File: src/sv/indexed_sequence_store_top_defines.svh
// Assertion macros for the sequence store.
`ifndef INDEXED_SEQUENCE_STORE_TOP_DEFINES_SVH
`define INDEXED_SEQUENCE_STORE_TOP_DEFINES_SVH

`ifndef ASSERT_OFF
`define ISST_ASSERT(label, prop, msg) \
    label: assert property (@(posedge i_clk) disable iff (!i_rst_n) prop) else $error(msg);
`define ISST_ASSERT_NEXT(label, ante, cons, msg) \
    label: assert property (@(posedge i_clk) disable iff (!i_rst_n) (ante) |=> (cons)) \
        else $error(msg);
`else
`define ISST_ASSERT(label, prop, msg)
`define ISST_ASSERT_NEXT(label, ante, cons, msg)
`endif

`endif

File: src/sv/isst_pkg.sv
`default_nettype none

package isst_pkg;

    localparam int ISST_CAPACITY   = 64;
    localparam int ISST_DATA_WIDTH = 32;

    localparam int CMD_W   = 3;
    localparam int INDEX_W = 7;
    localparam int VALUE_W = 32;
    localparam int POS_W   = 6;
    localparam int COUNT_W = 7;

    localparam logic [CMD_W-1:0] CMD_APPEND = 3'd0;
    localparam logic [CMD_W-1:0] CMD_INSERT = 3'd1;
    localparam logic [CMD_W-1:0] CMD_READ   = 3'd2;
    localparam logic [CMD_W-1:0] CMD_WRITE  = 3'd3;
    localparam logic [CMD_W-1:0] CMD_FIND   = 3'd4;
    localparam logic [CMD_W-1:0] CMD_RESIZE = 3'd5;

    typedef struct packed {
        logic ins;
        logic wr;
        logic rsz;
    } t_cell_op;

endpackage

`default_nettype wire

File: src/sv/isst_cell.sv
`default_nettype none

module isst_cell
    import isst_pkg::*;
#(
    parameter int DATA_WIDTH = ISST_DATA_WIDTH,
    parameter int CW         = INDEX_W,
    parameter int POS        = 0
) (
    input  wire logic                  i_clk,
    input  wire logic                  i_en,
    input  wire t_cell_op              i_op,
    input  wire logic [CW-1:0]         i_idx,
    input  wire logic [CW-1:0]         i_len,
    input  wire logic [DATA_WIDTH-1:0] i_word,
    input  wire logic [DATA_WIDTH-1:0] i_prev,
    output logic      [DATA_WIDTH-1:0] o_data,
    output logic                       o_hit
);

    localparam logic [CW-1:0] P = CW'(POS);

    logic [DATA_WIDTH-1:0] r_data;
    logic [DATA_WIDTH-1:0] n_data;
    logic                  r_hit;

    always_comb begin
        n_data = r_data;
        if (i_op.ins) begin
            if (P == i_idx) begin
                n_data = i_word;
            end else if (P > i_idx && P <= i_len) begin
                n_data = i_prev;
            end
        end
        if (i_op.wr && P == i_idx) begin
            n_data = i_word;
        end
        if (i_op.rsz && P >= i_len && P < i_idx) begin
            n_data = '0;
        end
    end

    always_ff @(posedge i_clk) begin
        if (i_en) begin
            r_data <= n_data;
            r_hit  <= (r_data == i_word) && (P < i_len);
        end
    end

    assign o_data = r_data;
    assign o_hit  = r_hit;

endmodule

`default_nettype wire

File: config.mk
export PLATFORM = sky130hd
export DESIGN_NAME = isst_cell
export DESIGN_NICKNAME = d
export VERILOG_FILES = /design/src/sv/indexed_sequence_store_top_defines.svh /design/src/sv/isst_pkg.sv /design/src/sv/isst_cell.sv
export SDC_FILE = /design/constraint.sdc
export NUM_CORES = 1
export LEC_CHECK = 0
export BUFFER_PORTS_ARGS = -buffer_cell sky130_fd_sc_hd__buf_4
export CAP_MARGIN = 20
export CORE_ASPECT_RATIO = 0.5
export CORE_MARGIN = 2
export CORE_UTILIZATION = 40
export CTS_CLUSTER_SIZE = 28
export DETAILED_ROUTE_END_ITERATION = 7
export PLACE_DENSITY = 0.74
export SLEW_MARGIN = 10
export SYNTH_ARGS = -nofsm -noshare
export SYNTH_HDL_FRONTEND = slang
export SYNTH_SLANG_ARGS = --single-unit
File: constraint.sdc
create_clock -name i_clk -period 2.9 [get_ports i_clk]
set_clock_uncertainty 0.15 [all_clocks]
set_input_delay 0.58 -clock i_clk [delete_from_list [all_inputs] [get_ports i_clk]]
set_output_delay 0.58 -clock i_clk [all_outputs]
set_load 0.02 [all_outputs]
[Yosys cells after proc, flatten, opt, wreduce, memory -nomap -nowiden]
Index checks and enable logic that the tools add are counted.
Operators by class
  mux-type cells: 4
  reductions and logical operators: 9
  magnitude comparators: 5
  eq/ne operators: 1
Operators by type and width (number)
  32-bit 2-to-1 mux: 4
  32-bit == test: 1
  1-bit by 7-bit less-than comparator with 1-bit output (first input constant): 2
  1-bit by 7-bit >= comparator with 1-bit output (first input constant): 1
  1-bit by 7-bit greater-than comparator with 1-bit output (first input constant): 1
  1-bit by 7-bit <= comparator with 1-bit output (first input constant): 1
  7-bit logical NOT: 1
  1-bit logical AND: 5
  4-bit nonzero test: 1
  3-bit AND reduction: 1
  3-bit nonzero test: 1
Storage, ports and cells
  register bits: 33
  output and inout bits: 33

[Logic depth before layout (Yosys ltp)]
Gate-level depths: netlist of run 1.
  depth in word-level cells: 6
  depth in mapped cells: 6
  depth with buffers taken out: 4

[Worst setup path after synthesis of run 1]
OpenSTA, ideal clock, no wires.
  kind: input to register
  start point: in i_len[0]
  end point: reg r_data[0] (netlist: o_data[0]) (enable)
  arrival: 2.370 ns
  stages on the path: 5
  library setup time: 0.391 ns
  path buffers: 1
  slack: -0.011 ns
  path through: or4_4 nor4_4 and3_1 buf_6 o21a_1
Between the ends
  cells in the longest elaborated chain, start to end: 5
RTL lines
  start, declared: line isst_cell.sv:14  | input wire logic [CW-1:0] i_len,
  1-bit by 7-bit >= comparator with 1-bit output: line isst_cell.sv:39  | if (i_op.rsz && P >= i_len && P < i_idx) begin
  1-bit logical AND (2 in a row): line isst_cell.sv:39
  4-bit nonzero test (no source line) or 3-bit nonzero test (tied branches)
  3-bit AND reduction (no source line) (*)
  end signal, assigned: line isst_cell.sv:46  | r_data <= n_data;
  end, declared: line isst_cell.sv:23  | logic [DATA_WIDTH-1:0] r_data;
Mark *: on every way between the ends. The rest lies on a longest branch, timed or not.
A chain may end at the register's enable or synchronous reset.

[Final worst setup path of run 1]
  start point: in i_len[0]
  end point: reg r_data[17] (netlist: o_data[17]) (data pin)
Between the ends
  cells in the longest elaborated chain, start to end: 3
RTL lines (line)
  1-bit by 7-bit >= comparator with 1-bit output: isst_cell.sv:39
  1-bit logical AND (2 in a row): isst_cell.sv:39
Every way passes these cells.

==> results of run 1 <==
## power by group
part	switching [µW]	total (µW)	leakage, µW	internal [µW]
combinational	75.2	185	0.000945	110
sequential	1.72	530	0.000298	528
clock	159	321	0.0000387	162
total	236	1040	0.00128	800
## Yosys cell counts, drive strengths merged
cell type	instances	area, µm²
edfxtp	33	991
nor3	1	10.0
or4	1	11.3
a21oi	32	273
and3	1	6.26
nor2	2	7.51
nand2	33	126
nand3	33	165
xor2	28	245
nand4	2	12.5
xnor2	4	35.0
nor4	10	92.6
buf	4	71.3
o21a	1	7.51
clkbuf	9	33.8
## cells by family after synthesis
logic type	after synthesis	share of synthesized area, %
xor gates and xnor gates	32	13.4
buffers and inverters	13	5.03
DFF	33	47.5
and+or+nand+nor	83	20.7
AOI/OAI and AO/OA	33	13.4
## metal layers
metal	part of all wire, %	GRT usage, %
met1	42	24.8
met3	5.2	4.45
met2	51	36.3
met5	0	0
met4	1.6	6.36
## layout by cell type, fill, tap and decap left out
cell type and n:
nand4_1 2, clkbuf_8 5, nor4_4 2, or4_4 1, o21a_2 1, nor3_4 1, buf_4 120, and3_2 1
nor4_1 8, nand2_1 32, clkinv_1 1, nand3_1 33, clkbuf_1 1, edfxtp_1 33, buf_12 1, xor2_1 28
a21oi_1 2, nand2_2 1, xnor2_1 4, a21oi_2 30, nor2_1 2
## worst max-delay path, delay by kind of cell
family,cells,cell delay [ns]
compound gates,1,0.08
simple gates,3,0.92
buf+inv,2,0.46
## stage by stage
stage	area, µm²	hold WS (ns)	util [%]
after floorplan	2090	0.542	-
after global placement	3000	0.608	60.3
after detailed placement	3000	0.603	60.3
after CTS	3080	0.354	61.8
after global routing	3080	0.349	61.8
final	3080	0.359	61.8
## sequential cells by signal, indices dropped and copies added, names as in the netlist
| register | cells |
|---|---|
| o_hit | 1 |
| o_data | 32 |
## area by class of cell
type | instances | area (µm²) | area share, %
clock inverter | 1 | 3.75 | 0.122
clock buffer | 6 | 72.6 | 2.36
sequential | 33 | 991 | 32.2
timing repair buffer | 121 | 921 | 29.9
tap | 70 | 87.6 | 2.85
multi-input combinational | 148 | 1000 | 32.5
## how the worst max path moves through the flow
stage,end,slack (ns)
2_1_floorplan,o_data[0],0.30
3_3_place_gp,o_data[17],0.47
3_5_place_dp,o_data[17],0.42
4_1_cts,o_data[17],0.71
5_1_grt,o_data[17],0.65
6_report,o_data[17],0.72
==> results.json, run 1 <==
{
  "antenna_found_initial": 0,
  "p_per_area_nw_per_um2": 337,
  "clkSlewWorstSetupHoldPaths_ns": 0.06,
  "post-cts-setup-buffers": 0,
  "reg2reg_to": "o_hit",
  "hold_path_class": "in2reg",
  "cp-startpoint": "i_len[0]",
  "cts_buffers": 5,
  "grtUsageTotal_pct": 20.1,
  "whs_endpoint": "o_hit",
  "post-place-ws_ns": 0.416,
  "cts.sinks": 33,
  "cts.repair.resized": 0,
  "r2r_cells": 4,
  "rsz0062_at_grt": "false",
  "setup_tns_ns": 0,
  "h-tree-depth": 2,
  "cts_tree": "done",
  "ys_seq_area_share_pct": 47.5,
  "avgViaCountPerCell": 5.04,
  "drt_pass1_iterations": 4,
  "p_leak_uw": 0.00128,
  "layout-drive-gt1-share_pct": 52.8,
  "netlist_instances": 194,
  "critPathMaxFanout": 22,
  "grt_pass1_vias": 1815,
  "cp-end-kind": "flip-flop",
  "fp.dieH_um": 55.1,
  "grt_overflow_total": 0,
  "critPathMaxStageDelay_ns": 0.53,
  "core-area_um2": 4980,
  "clk_latency_ns": 0.28,
  "cp.arrival_ns": 2.05,
  "fillers": 411,
  "clockBufferDepth": 2,
  "drc": 0,
  "rows": 18,
  "setup_ws_ns": 0.718,
  "status": "finished clean",
  "drt-wirelength-per-cell_um": 15.7,
  "required_ns": 2.77,
  "fin_crit_ns": 2.18,
  "io_buffers": 115,
  "worstSetupPathType": "in2reg",
  "fmax_mhz": 458,
  "via_count": 1909,
  "power_uw": 1040,
  "netlist_area_um2": 2090,
  "period_share_pct": 75.2,
  "cp_cell_sequence": "buf_4 -> or4_4 -> nor4_4 -> and3_2 -> buf_4 -> a21oi_1",
  "slowest_stage": "or4_4",
  "startpoint_type": "input pin",
  "num_io_pins": 116,
  "ir_worst_vdd_v": 0.000169,
  "start_util_pct": 42.0,
  "crit_top_cell": "buf_4",
  "slew_violations": 0,
  "die-area_um2": 5850,
  "holdBufCountCts": 0,
  "grt_pass1_wl_um": 8780,
  "fin_cells": 379,
  "min_from": "i_en",
  "die_x_um": 106,
  "gp_congestion": 0.813,
  "grt_max_degree": 33,
  "hold_viol": 0,
  "worstMarginPinSlew_ns": 0.386,
  "hpwl_um": 4470,
  "ys_ff_latch": 33,
  "synthDistinctLibCells": 19,
  "ant_nets": 0,
  "avgSynthCellArea_um2": 10.8,
  "relSlewSlack_pct": 74.0,
  "wirelength_um": 5960,
  "layout-area-overhead-vs-synth_pct": 47.3,
  "drtIter0Drc": 92,
  "syn_nets": 277,
  "yosys_warnings": 0,
  "hold_path_depth": 1,
  "nets": 392,
  "cap_violations": 0,
  "cts-root-buf": "clkbuf_8",
  "diodes": 0,
  "rrSetupSlack_ns": 1.16,
  "r2r_start": "o_data[18]",
  "setup_viol": 0,
  "place_inst": 372
}
(Power assumes the default switching activity.)
==> run 2: changes to the inputs <==
--- a/config.mk
+++ b/config.mk
@@ -9,10 +9,10 @@
 export CAP_MARGIN = 20
 export CORE_ASPECT_RATIO = 0.5
 export CORE_MARGIN = 2
-export CORE_UTILIZATION = 40
+export CORE_UTILIZATION = 45
 export CTS_CLUSTER_SIZE = 28
 export DETAILED_ROUTE_END_ITERATION = 7
-export PLACE_DENSITY = 0.74
+export PLACE_DENSITY = 0.79
 export SLEW_MARGIN = 10
 export SYNTH_ARGS = -nofsm -noshare
 export SYNTH_HDL_FRONTEND = slang
==> constraint.sdc (replaced) <==
create_clock -name i_clk -period 2.2 [get_ports i_clk]
set_clock_uncertainty 0.15 [all_clocks]
set_input_delay 0.44 -clock i_clk [delete_from_list [all_inputs] [get_ports i_clk]]
set_output_delay 0.44 -clock i_clk [all_outputs]
set_load 0.02 [all_outputs]
==> results.json, run 2 (synthesis results as in run 1) <==
{
  "period_share_pct": 92.1,
  "cp_cell_sequence": "buf_4 -> or4_4 -> nor4_4 -> and3_2 -> o21a_4 -> buf_12",
  "final_util_pct": 70.4,
  "p_per_area_nw_per_um2": 439,
  "drt_pass1_iterations": 4,
  "fillers": 343,
  "holdBufCountCts": 0,
  "critPathMaxStageDelay_ns": 0.53,
  "rsz0062_at_grt": "false",
  "slowest_stage": "or4_4",
  "drtIter0Drc": 87,
  "worstSetupPathType": "in2reg",
  "cts.repair.resized": 0,
  "cp.arrival_ns": 1.87,
  "grt_overflow_total": 0,
  "fp.dieH_um": 52.2,
  "multi_input_area_um2": 1010,
  "rows": 17,
  "grt_pass1_vias": 1883,
  "layout-drive-gt1-share_pct": 54.0,
  "cts.sinks": 33,
  "via_count": 1954,
  "ant_nets": 0,
  "cts_tree": "done",
  "layout-area-overhead-vs-synth_pct": 49.1,
  "most-common-layout-cells": "buf_4 (124), nand3_1 (33), edfxtp_1 (33), nand2_1 (32), a21oi_2 (30)",
  "ff_latch_area_um2": 991,
  "grt_pass1_wl_um": 9360,
  "num_io_pins": 116,
  "io_buffers": 115,
  "grtUsageTotal_pct": 23.6,
  "largest_register_ffs": 32,
  "die-area_um2": 5230,
  "critPathMaxFanout": 18,
  "cts-root-buf": "clkbuf_8",
  "slew_violations": 0,
  "setup_viol": 0,
  "cap_violations": 0,
  "clockBufferDepth": 2,
  "clkSlewWorstSetupHoldPaths_ns": 0.07,
  "fin_cells": 370,
  "path_delay_family": "simple AND/OR/NAND/NOR gates",
  "drt-wirelength-per-cell_um": 16.4,
  "die_x_um": 100,
  "fin_crit_ns": 2.03,
  "place_inst": 364,
  "diodes": 0,
  "required_ns": 2.04,
  "hold_viol": 0,
  "worstMarginPinSlew_ns": 0.383,
  "startpoint_type": "input pin",
  "p_leak_uw": 0.00131,
  "nets": 397,
  "antenna_found_initial": 0,
  "power_uw": 1370,
  "hold_path_class": "in2reg",
  "hpwl_um": 4610,
  "grt_max_degree": 33,
  "cts_buffers": 5,
  "h-tree-depth": 2,
  "final_common_cell": "buf_4",
  "relSlewSlack_pct": 74.2,
  "status": "finished clean",
  "ir_worst_vdd_v": 0.000225,
  "start_util_pct": 47.2,
  "post-cts-setup-buffers": 0,
  "crit_buf_inv": 2,
  "fmax_mhz": 493,
  "avgViaCountPerCell": 5.28,
  "cp-end-kind": "flip-flop",
  "gp_congestion": 0.786,
  "clk_latency_ns": 0.28,
  "wirelength_um": 6070,
  "drc": 0,
  "core-area_um2": 4420
}
[run 2: cell types whose count changed in the layout (fill, tap and decap cells not counted)]
| cell | before | now |
|---|---|---|
| clkinv_1 | 1 | 0 |
| buf_4 | 120 | 124 |
| clkbuf_1 | 1 | 0 |
| buf_12 | 1 | 2 |
| o21a_2 | 1 | 0 |
| clkinv_2 | 0 | 1 |
| o21a_4 | 0 | 1 |
[run 2: final cells by class]
cell class / instances / share of cell area (%)
sequential: 33 / 31.8
tap: 57 / 2.29
multi-input combinational: 148 / 32.3
timing repair buffer: 126 / 31.2
clock buffer: 5 / 2.21
clock inverter: 1 / 0.161
[run 2: worst paths after layout]
check                                start    endpoint  slack (ns)  depth (start not counted)
worst max-delay path              i_len[0]  o_data[15]        0.17                          6
worst min-delay path                  i_en       o_hit        0.22                          1
worst max register to register  o_data[28]       o_hit        0.50                          4
worst min register to register  o_data[21]       o_hit        0.61                          3
[run 2: report_power, final]
group / internal [µW] / switching, µW / total [µW]
clock network: 208 / 215 / 423
logic: 146 / 99.6 / 246
registers: 696 / 2.29 / 698
[run 2: per-stage QoR]
step	setup WS [ns]	instance area (µm²)	TNS, ns	hold slack [ns]
floorplan	-0.0674	2100	-2.16	0.402
global placement	-0.0837	3040	-2.52	0.505
detailed placement	-0.112	3040	-3.84	0.507
CTS	0.187	3110	0	0.212
global route	0.137	3110	0	0.212
finish	0.174	3110	0	0.221
[run 2: layer usage]
| layer | track usage [%] | share of wire, % | vias to the layer above |
|---|---|---|---|
| li1 | - | - | 934 |
| met1 | 30.7 | 42 | 949 |
| met2 | 40.0 | 51 | 63 |
| met3 | 5.47 | 5.5 | 8 |
| met4 | 6.62 | 1.1 | 0 |
| met5 | 0 | 0 | - |
