## config.mk

```make
export PLATFORM = sky130hd
export DESIGN_NAME = isst_pick
export DESIGN_NICKNAME = d
export VERILOG_FILES = /design/src/sv/indexed_sequence_store_top_defines.svh /design/src/sv/isst_pkg.sv /design/src/sv/isst_pick.sv
export SDC_FILE = /design/constraint.sdc
export NUM_CORES = 1
export LEC_CHECK = 0
export BUFFER_PORTS_ARGS = -buffer_cell sky130_fd_sc_hd__buf_2
export CAP_MARGIN = 25
export CORE_MARGIN = 2
export CORE_UTILIZATION = 42
export DETAILED_ROUTE_END_ITERATION = 8
export PLACE_DENSITY = 0.95
export SYNTH_ARGS = -nofsm -noshare
export SYNTH_HDL_FRONTEND = slang
export SYNTH_SLANG_ARGS = --single-unit
```

## constraint.sdc

```tcl
create_clock -name vclk -period 2
set_input_delay 0.2 -clock vclk [all_inputs]
set_output_delay 0.2 -clock vclk [all_outputs]
set_load 0.02 [all_outputs]
```

## src/sv/indexed_sequence_store_top_defines.svh

```systemverilog
// Assertion macros for the sequence store.
`ifndef INDEXED_SEQUENCE_STORE_TOP_DEFINES_SVH
`define INDEXED_SEQUENCE_STORE_TOP_DEFINES_SVH

`ifndef ASSERT_OFF
`define ISST_ASSERT(label, prop, msg) \
    label: assert property (@(posedge i_clk) disable iff (!i_rst_n) prop) else $error(msg);
`define ISST_ASSERT_NEXT(label, ante, cons, msg) \
    label: assert property (@(posedge i_clk) disable iff (!i_rst_n) (ante) |=> (cons)) \
        else $error(msg);
`else
`define ISST_ASSERT(label, prop, msg)
`define ISST_ASSERT_NEXT(label, ante, cons, msg)
`endif

`endif

```

## src/sv/isst_pkg.sv

```systemverilog
`default_nettype none

package isst_pkg;

    localparam int ISST_CAPACITY   = 64;
    localparam int ISST_DATA_WIDTH = 32;

    localparam int CMD_W   = 3;
    localparam int INDEX_W = 7;
    localparam int VALUE_W = 32;
    localparam int POS_W   = 6;
    localparam int COUNT_W = 7;

    localparam logic [CMD_W-1:0] CMD_APPEND = 3'd0;
    localparam logic [CMD_W-1:0] CMD_INSERT = 3'd1;
    localparam logic [CMD_W-1:0] CMD_READ   = 3'd2;
    localparam logic [CMD_W-1:0] CMD_WRITE  = 3'd3;
    localparam logic [CMD_W-1:0] CMD_FIND   = 3'd4;
    localparam logic [CMD_W-1:0] CMD_RESIZE = 3'd5;

    typedef struct packed {
        logic ins;
        logic wr;
        logic rsz;
    } t_cell_op;

endpackage

`default_nettype wire

```

## src/sv/isst_pick.sv

```systemverilog
`default_nettype none

module isst_pick
    import isst_pkg::*;
#(
    parameter int CAPACITY = ISST_CAPACITY,
    parameter int IW       = 6
) (
    input  wire logic [CAPACITY-1:0] i_hits,
    output logic                     o_found,
    output logic      [IW-1:0]       o_pos
);

    always_comb begin
        o_found = 1'b0;
        o_pos   = '0;
        for (int i = CAPACITY - 1; i >= 0; i--) begin
            if (i_hits[i]) begin
                o_found = 1'b1;
                o_pos   = IW'(i);
            end
        end
    end

endmodule

`default_nettype wire

```

# Word level (Yosys, flattened, before mapping)
# Cells that the tools add are included.
# word_totals
reg_bits,0
in_bits,64
out_inout_bits,7
word_cells,128
# classes
n_mux,128
# ops
op,n
$mux 6,64
$mux 1,64

# Longest topological paths before layout
# Gate-level depths: netlist of run 1.
# depth
ltp_word,64
ltp_mapped,6
depth_no_buf,6

# Worst setup path before layout of run 1
# Ideal clock, no wire load.
# synth_path
path_type,input to output
startpoint,input i_hits[56]
endpoint,output o_pos[2]
arrival_ns,1.535
t_required_ns,1.800
setup_slack_ns,0.265
stages,6
n_path_buf,0
cell_sequence,or4_4 -> o21ai_1 -> a21oi_1 -> o21ai_1 -> o2111ai_1 -> a21boi_1
# synth_between
elab_chain_len,57
# synth_rtl
element,line,rtl
start: declaration,isst_pick.sv:9,"input wire logic [CAPACITY-1:0] i_hits,"
$mux 6 (57 in a row),isst_pick.sv:18,if (i_hits[i]) begin
end: declaration,isst_pick.sv:11,output logic [IW-1:0] o_pos
# Every way passes these cells.

# Worst setup path in the final report of run 1
# Ends and elaborated chain as after synthesis.

==> metrics.yaml, run 1 <==
cts:
  cts_hold_buf: 0
  cts_resized: 0
  cts_setup_buffers: 0
hold_path:
  worstHoldPathType: "in2out"
  min_from: "i_hits[1]"
  min_delay_worst_endpoint: "o_pos[1]"
  min_path_cells: 5
finish:
  layout.nets: 278
  areaGrowthSynthToFinish_pct: 51.6
  nClkBuffers: 0
  design.seq.count: 0
  ff_latch_area_um2: 0
  n_antenna_cell: 0
  postLayoutCellArea_um2: 1160
  drive_above_1_share_pct: 35.8
synth:
  synth_nets: 204
  synth_area_per_cell_um2: 5.45
  synthCells: 140
  syn_area_um2: 763
  synth_sequential_area_ratio_pct: 0
  ys_warn_count: 0
  ys_types: 34
setup_path:
  critPathMaxFanout: 3
  crit_path_end_kind: "output pin"
  crit_chain: "buf_2 -> or4_4 -> o21ai_1 -> a21oi_1 -> o21ai_1 -> o2111ai_1 -> a21boi_1 -> buf_2"
  cp-start-kind: "input port"
  critical_path_arrival_ns: 1.68
  critPathKind: "in2out"
  cp_num_buf_inv: 2
  worst_path_max_delay_cell: "or4_4"
  cpPeakStageDelay_ns: 0.53
  cp_top_family: "compound AO/OA/AOI/OAI gates"
  required_ns: 1.80
die:
  start_util_pct: 44.2
  die-area_um2: 2170
  ioPinCount: 71
  rows: 15
  core-area_um2: 1730
  die_w_um: 46.6
  die_h_um: 46.6
sta:
  slew_viol_final: 0
  fin_ws_ns: 0.120
  period_needed_ns: 1.88
  rsz0062_at_grt: "no"
  worst-slew-pin-transition_ns: 0.535
  fmax_mhz: 532
  fin_tns_setup_ns: 0
  hold_viol: 0
  whs_ns: 0.837
  setup_violations: 0
  relSlewSlack_pct: 64.0
  post-route-period-util_pct: 94.0
routing:
  firstDrtPassIters: 4
  wirelength_um: 2730
  drt-initial-drc-count: 37
  route.detailed.drc: 0
  vias: 1356
  viasPerCell: 5.72
  ant_nets: 0
  drt-wirelength-per-cell_um: 11.5
global_routing:
  grt_start_max_net_pins: 6
  grt_pass1_vias: 1149
  grt_pass1_wl_um: 4240
  grt_usage_pct: 25.1
  antenna_found_initial: 0
  overflow: 0
placement:
  dpl.hpwl_um: 2440
  io_buffers: 71
  post-place-ws_ns: 0.140
  place_congestion: 0.802
  dpl-instance-area_um2: 1160
run:
  maxCapViolCount: 0
status:
  status: "finished, final reports clean"
power:
  max-vdd-ir-drop_v: 0.0000916
  powerDensity_nw_per_um2: 155
  power_leakage_nw: 0.530
-- routing by layer --
layer  GRT usage (%)  routed length (µm)  vias to the layer above
met1            30.8                1090                      584
met2            47.2                1360                       73
met3            2.35                 232                        4
met4            3.89                  37                        0
met5               0                   0                        -
li1                -                   -                      695
-- worst max-delay path by stage --
| stage | startpoint | endpoint | slack [ns] | depth (start not counted) |
|---|---|---|---|---|
| 2_1_floorplan | i_hits[56] | o_pos[2] | 0.27 | 6 |
| 3_3_place_gp | i_hits[56] | o_pos[2] | 0.16 | 8 |
| 3_5_place_dp | i_hits[31] | o_pos[3] | 0.14 | 7 |
| 4_1_cts | i_hits[31] | o_pos[3] | 0.14 | 7 |
| 5_1_grt | i_hits[40] | o_pos[3] | 0.01 | 8 |
| 6_report | i_hits[56] | o_pos[2] | 0.12 | 8 |
-- tightest hold or removal path, cell delays in order --
cell	delay, ns
buf_2	0.10
nor3_1	0.06
o21ai_0	0.07
a21oi_1	0.05
buf_2	0.15
-- layout by cell type (no fill, tap or decap), types with 2 or more instances in the layout --
| master | Yosys | final |
|---|---|---|
| o21ai_0 | 8 | 8 |
| a21oi_1 | 13 | 13 |
| nor3_1 | 11 | 11 |
| and3_1 | 2 | 2 |
| buf_2 | 0 | 71 |
| o21ai_1 | 4 | 4 |
| a31oi_1 | 2 | 2 |
| a311oi_1 | 2 | 2 |
| or4_4 | 3 | 3 |
| nand4_1 | 2 | 2 |
| nand2_1 | 8 | 8 |
| o211ai_1 | 2 | 2 |
| o311ai_1 | 2 | 2 |
| inv_1 | 12 | 12 |
| nor2b_1 | 3 | 3 |
| nand3_1 | 4 | 4 |
| nor2_1 | 29 | 29 |
| nor4_1 | 15 | 15 |
| o31ai_1 | 2 | 2 |
-- where the power goes --
part / total, W / internal [W] / switching [W]
registers: 0 / 0 / 0
clock network: 0 / 0 / 0
logic: 0.000180 / 0.0000810 / 0.0000987
-- cells by family (layout without fill, tap and decap cells) --
logic type / count (synthesis) / count (layout) / share of synthesized area (%)
AND/OR/NAND/NOR: 82 / 82 / 55.1
buffers and inverters: 12 / 84 / 5.90
AO/OA/AOI/OAI: 46 / 46 / 39.0
-- metrics by stage --
| stage | total power (W) | utilization (%) | cells |
|---|---|---|---|
| after CTS | 0.000178 | 67.0 | 237 |
| after global placement | 0.000173 | 67.0 | 237 |
| final | 0.000180 | 67.0 | 237 |
| after detailed placement | 0.000177 | 67.0 | 237 |
| after floorplan | 0.0000650 | - | 140 |
| after global routing | 0.000200 | 67.0 | 237 |
-- Yosys cell counts, drive strengths merged --
cell type  instances  area share, %
nor2              30             15
nor4              15             12
a21oi             13            8.5
inv               12            5.9
o21ai             12            7.9
nor3              11            7.2
nand2              8            3.9
nand3              4            2.6
or4                4            5.4
nor2b              3            2.5
a2111oi            2            2.5
a311oi             2            2.3
a31oi              2            1.6
and3               2            1.6
nand4              2            1.6
o211ai             2            2.0
o311ai             2            2.3
o31ai              2            2.0
a21boi             1           0.98
a221oi             1            1.1
a41oi              1            1.1
and4               1            1.1
nand2b             1           0.82
o2111ai            1            1.1
o21a               1           0.98
o21bai             1           0.98
o221ai             1            1.1
o2bb2ai            1            1.1
o311a              1            1.3
or2                1           0.82
-- cell type report --
type / count / area (µm²)
Timing Repair Buffer: 72 / 363
Fill cell: 173 / 569
Tap cell: 25 / 31.3
Inverter: 12 / 45.0
Multi-Input combinational cell: 128 / 718
(Power assumes the default switching activity.)
==> inputs of run 2 (changes only) <==
CORE_UTILIZATION = 35   (was 42)
PLACE_DENSITY = 0.88   (was 0.95)
clock period = 2.25 ns   (was 2 ns; I/O delays follow)
==> run 2 against run 1 <==
Net effect: sequential share of layout area unchanged; critical endpoint unchanged; flip-flop and latch count unchanged; critical path depth unchanged; non-clock buffer count unchanged; first-iteration DRC count decreased by 46%; die area increased by 18%.
==> metrics.yaml, run 2 (synthesis results as in run 1) <==
power:
  power_w: 0.000159  # -11%
  max-vdd-ir-drop_v: 0.0000842  # -8.1%
  power_leakage_nw: 0.530  # unchanged
  powerDensity_nw_per_um2: 137  # -12%
routing:
  wirelength_um: 2650  # -2.6%
  drt-initial-drc-count: 20  # -46%
  viasPerCell: 5.48  # -4.2%
  drt-wirelength-per-cell_um: 11.1  # -3.5%
  vias: 1310  # -3.4%
  firstDrtPassIters: 4  # unchanged
  ant_nets: 0  # unchanged
  route.detailed.drc: 0  # unchanged
finish:
  nClkBuffers: 0  # unchanged
  drive_above_1_share_pct: 35.8  # unchanged
  design.seq.count: 0  # unchanged
  ff_latch_area_um2: 0  # unchanged
  final_cell_mix: "buf_2 (71), nor2_1 (29), nor4_1 (15)"
  n_antenna_cell: 0  # unchanged
  layout.cells.non_filler: 239  # +0.84%
  final_common_cell: "buf_2"
  final_util_pct: 57.9  # -9.1 points
  areaGrowthSynthToFinish_pct: 52.0
  layout.nets: 278  # unchanged
sta:
  fin_tns_setup_ns: 0  # unchanged
  post-route-period-util_pct: 85.3
  setup_violations: 0  # unchanged
  worst-slew-pin-transition_ns: 0.555  # +0.0206 ns
  rsz0062_at_grt: "no"
  relSlewSlack_pct: 62.7  # -1.4 points
  hold_viol: 0  # unchanged
  slew_viol_final: 0  # unchanged
  period_needed_ns: 1.92
  fmax_mhz: 521
status:
  status: "finished, final reports clean"
setup_path:
  cp-start-kind: "input port"
  critPathMaxFanout: 3  # unchanged
  worst_path_max_delay_cell: "or4_4"
  critPathKind: "in2out"
  cp_num_buf_inv: 2  # unchanged
  cp_top_family: "compound AO/OA/AOI/OAI gates"
  crit_chain: "buf_2 -> or4_4 -> o21ai_1 -> a21oi_1 -> o21ai_1 -> o2111ai_1 -> a21boi_1 -> buf_2"
  cpPeakStageDelay_ns: 0.53  # about the same
  crit_path_end_kind: "output pin"
  critical_path_arrival_ns: 1.69  # about the same
  required_ns: 2.03  # +0.23 ns
hold_path:
  min_delay_worst_endpoint: "o_pos[2]"
  worstHoldPathType: "in2out"
  min_from: "i_hits[1]"
  min_path_cells: 4  # -1
global_routing:
  antenna_found_initial: 0  # unchanged
  grt_usage_pct: 21.2  # -3.9 points
  grt_pass1_vias: 1164  # +1.3%
  grt_start_max_net_pins: 6  # unchanged
  overflow: 0  # unchanged
  grt_pass1_wl_um: 4540  # +7.2%
cts:
  cts_hold_buf: 0  # unchanged
  cts_setup_buffers: 0  # unchanged
  cts_resized: 0  # unchanged
die:
  rows: 16  # +1
  core-area_um2: 2000  # +16%
  die_h_um: 50.7  # +8.7%
  die-area_um2: 2570  # +18%
  start_util_pct: 38.1  # -6.1 points
  die_w_um: 50.7  # +8.7%
  ioPinCount: 71  # unchanged
placement:
  place_congestion: 0.890  # +11%
  io_buffers: 71  # unchanged
  dpl.hpwl_um: 2410  # -1.1%
  place_inst: 239  # +0.84%
run:
  maxCapViolCount: 0  # unchanged
run 2: area by class of cell:
| class | instances | area [µm²] |
|---|---|---|
| tap | 27 | 33.8 |
| timing repair buffer | 72 | 363 |
| multi-input combinational | 128 | 718 |
| inverter | 12 | 45.0 |
| fill | 218 | 842 |
run 2: worst max path at each step:
stage / start / to / cells past startpoint
finish: i_hits[56] / o_pos[2] / 8
global placement: i_hits[56] / o_pos[2] / 8
floorplan: i_hits[56] / o_pos[2] / 6
detailed placement: i_hits[56] / o_pos[2] / 8
CTS: i_hits[56] / o_pos[2] / 8
global route: i_hits[56] / o_pos[2] / 8
run 2: tightest hold or removal path, delay by kind of cell:
kind                   cells  cell delay, ns
AOI/OAI and AO/OA          1            0.12
buffers and inverters      2            0.25
and+or+nand+nor            1            0.06
run 2: stage by stage:
step / area (µm²) / hold slack (ns) / setup WS [ns]
finish: 1160 / 0.884 / 0.331
global route: 1160 / 0.928 / 0.228
CTS: 1160 / 0.889 / 0.323
detailed placement: 1160 / 0.889 / 0.332
global placement: 1160 / 0.880 / 0.342
floorplan: 763 / 0.628 / 0.465
run 2: layer usage:
metal	global-route usage (%)	wire (µm)	part of all wire [%]
met1	28.5	1230	46
met2	38.4	1270	48
met3	0.298	135	5.1
met4	2.70	14	0.53
met5	0	0	0
run 2: power by group:
part | total [W] | internal, W | switching, W | leakage [nW]
clock | 0 | 0 | 0 | 0
sequential | 0 | 0 | 0 | 0
combinational | 0.000159 | 0.0000720 | 0.0000871 | 0.530
==> inputs of run 3 (changes only) <==
CORE_ASPECT_RATIO = 1.4   (was not set)
==> run 3 against run 2 <==
Net effect: die area up 0.21%; critical path depth unchanged; cell count is 2.5% lower; setup slack worse by 0.010 ns; fmax shrank 0.53%; count of clock-buffer cells in the layout unchanged; wire length is 2.6% higher; combinational power about the same; design area shrank 1.2%; largest cell class unchanged.
==> metrics.yaml, run 3 (synthesis results as in run 1) <==
sta:
  period_needed_ns: 1.93  # +0.0103 ns
  relSlewSlack_pct: 54.6  # -8.1 points
  slew_viol_final: 0  # unchanged
  hold_viol: 0  # unchanged
  post-route-period-util_pct: 85.8  # +0.46 points
  fmax_mhz: 518  # -0.53%
  fin_ws_ns: 0.320  # -0.0103 ns
  worst-slew-pin-transition_ns: 0.680  # +0.125 ns
  rsz0062_at_grt: "no"
  fin_tns_setup_ns: 0  # unchanged
  setup_violations: 0  # unchanged
routing:
  ant_nets: 0  # unchanged
  drt-initial-drc-count: 30  # +50%
  drt-wirelength-per-cell_um: 11.7  # +5.3%
  viasPerCell: 5.71  # +4.1%
  wirelength_um: 2720  # +2.6%
  vias: 1330  # +1.5%
  route.detailed.drc: 0  # unchanged
  firstDrtPassIters: 4  # unchanged
die:
  start_util_pct: 35.9  # -2.2 points
  rows: 20  # +4
  die_w_um: 43.5  # -14%
  core-area_um2: 2130  # +6.2%
  die-area_um2: 2580  # +0.21%
  ioPinCount: 71  # unchanged
  die_h_um: 59.3  # +17%
finish:
  final_common_cell: "buf_2"
  design.seq.count: 0  # unchanged
  areaGrowthSynthToFinish_pct: 50.2
  ff_latch_area_um2: 0  # unchanged
  n_antenna_cell: 0  # unchanged
  drive_above_1_share_pct: 35.5  # -0.30 points
  layout.nets: 277  # -0.36%
  final_cell_mix: "buf_2 (71), nor2_1 (29), nor4_1 (15)"
  fillCellCount: 228  # +4.6%
  nClkBuffers: 0  # unchanged
setup_path:
  critical_path_arrival_ns: 1.70  # about the same
  worst_path_max_delay_cell: "or4_4"
  crit_chain: "buf_2 -> or4_4 -> o21ai_1 -> a21oi_1 -> o21ai_1 -> o2111ai_1 -> a21boi_1 -> buf_2"
  cp-start-kind: "input port"
  critPathMaxFanout: 3  # unchanged
  required_ns: 2.03  # about the same
  cpPeakStageDelay_ns: 0.53  # about the same
  crit_path_end_kind: "output pin"
  critPathKind: "in2out"
hold_path:
  min_delay_worst_endpoint: "o_pos[1]"
  min_from: "i_hits[1]"
  worstHoldPathType: "in2out"
  min_path_cells: 5  # +1
power:
  power_leakage_nw: 0.525  # -1.0%
  max-vdd-ir-drop_v: 0.0000856  # +1.7%
  powerDensity_nw_per_um2: 139  # +1.0%
cts:
  cts_hold_buf: 0  # unchanged
  cts_resized: 0  # unchanged
  cts_setup_buffers: 0  # unchanged
run:
  maxCapViolCount: 0  # unchanged
placement:
  post-place-ws_ns: 0.338  # +0.00571 ns
  dpl.hpwl_um: 2450  # +1.5%
  io_buffers: 71  # unchanged
  place_congestion: 0.871  # -2.1%
global_routing:
  grt_usage_pct: 20.9  # -0.28 points
  grt_pass1_wl_um: 4410  # -2.9%
  overflow: 0  # unchanged
  grt_start_max_net_pins: 6  # unchanged
  grt_pass1_vias: 1203  # +3.4%
  antenna_found_initial: 0  # unchanged
status:
  status: "finished, final reports clean"
-- run 3: worst max path at each step --
| stage | to | slack [ns] | depth (start not counted) | start |
|---|---|---|---|---|
| 2_1_floorplan | o_pos[2] | 0.47 | 6 | i_hits[56] |
| 3_3_place_gp | o_pos[2] | 0.34 | 8 | i_hits[56] |
| 3_5_place_dp | o_pos[2] | 0.34 | 8 | i_hits[56] |
| 4_1_cts | o_pos[2] | 0.33 | 8 | i_hits[56] |
| 5_1_grt | o_pos[5] | 0.20 | 6 | i_hits[3] |
| 6_report | o_pos[2] | 0.32 | 8 | i_hits[56] |
-- run 3: final cells by class --
class	count	area (µm²)	share of cell area [%]
well taps	22	27.5	2.40
repair buffers	71	355	31.0
inverters	12	45.0	3.93
multi-input cells	128	718	62.7
-- run 3: worst max-delay path, delay by kind of cell --
kind / cells / cell delay [ns]
and+or+nand+nor: 1 / 0.53
buffers and inverters: 2 / 0.29
AOI/OAI and AO/OA: 5 / 0.66
-- run 3: routing by layer --
layer	share of wire, %	vias up	track usage, %
met5	0	-	0
met4	0	0	0.866
met3	7.1	0	1.22
met2	53	54	44.1
met1	40	587	22.9
li1	-	689	-
-- run 3: power breakdown --
group          leakage, nW  switching (W)  internal [W]
clock network            0              0             0
registers                0              0             0
logic                0.525      0.0000876     0.0000713
total                0.525      0.0000876     0.0000713
-- run 3: per-stage QoR --
stage          util (%)  cell area, µm²  total power (W)  hold slack, ns  instances
2_1_floorplan         -             763        0.0000578           0.628        140
3_3_place_gp       53.9            1150         0.000154           0.870        233
3_5_place_dp       53.9            1150         0.000157           0.864        233
4_1_cts            53.9            1150         0.000158           0.868        233
5_1_grt            53.9            1150         0.000177           0.901        233
6_report           53.9            1150         0.000159           0.876        233
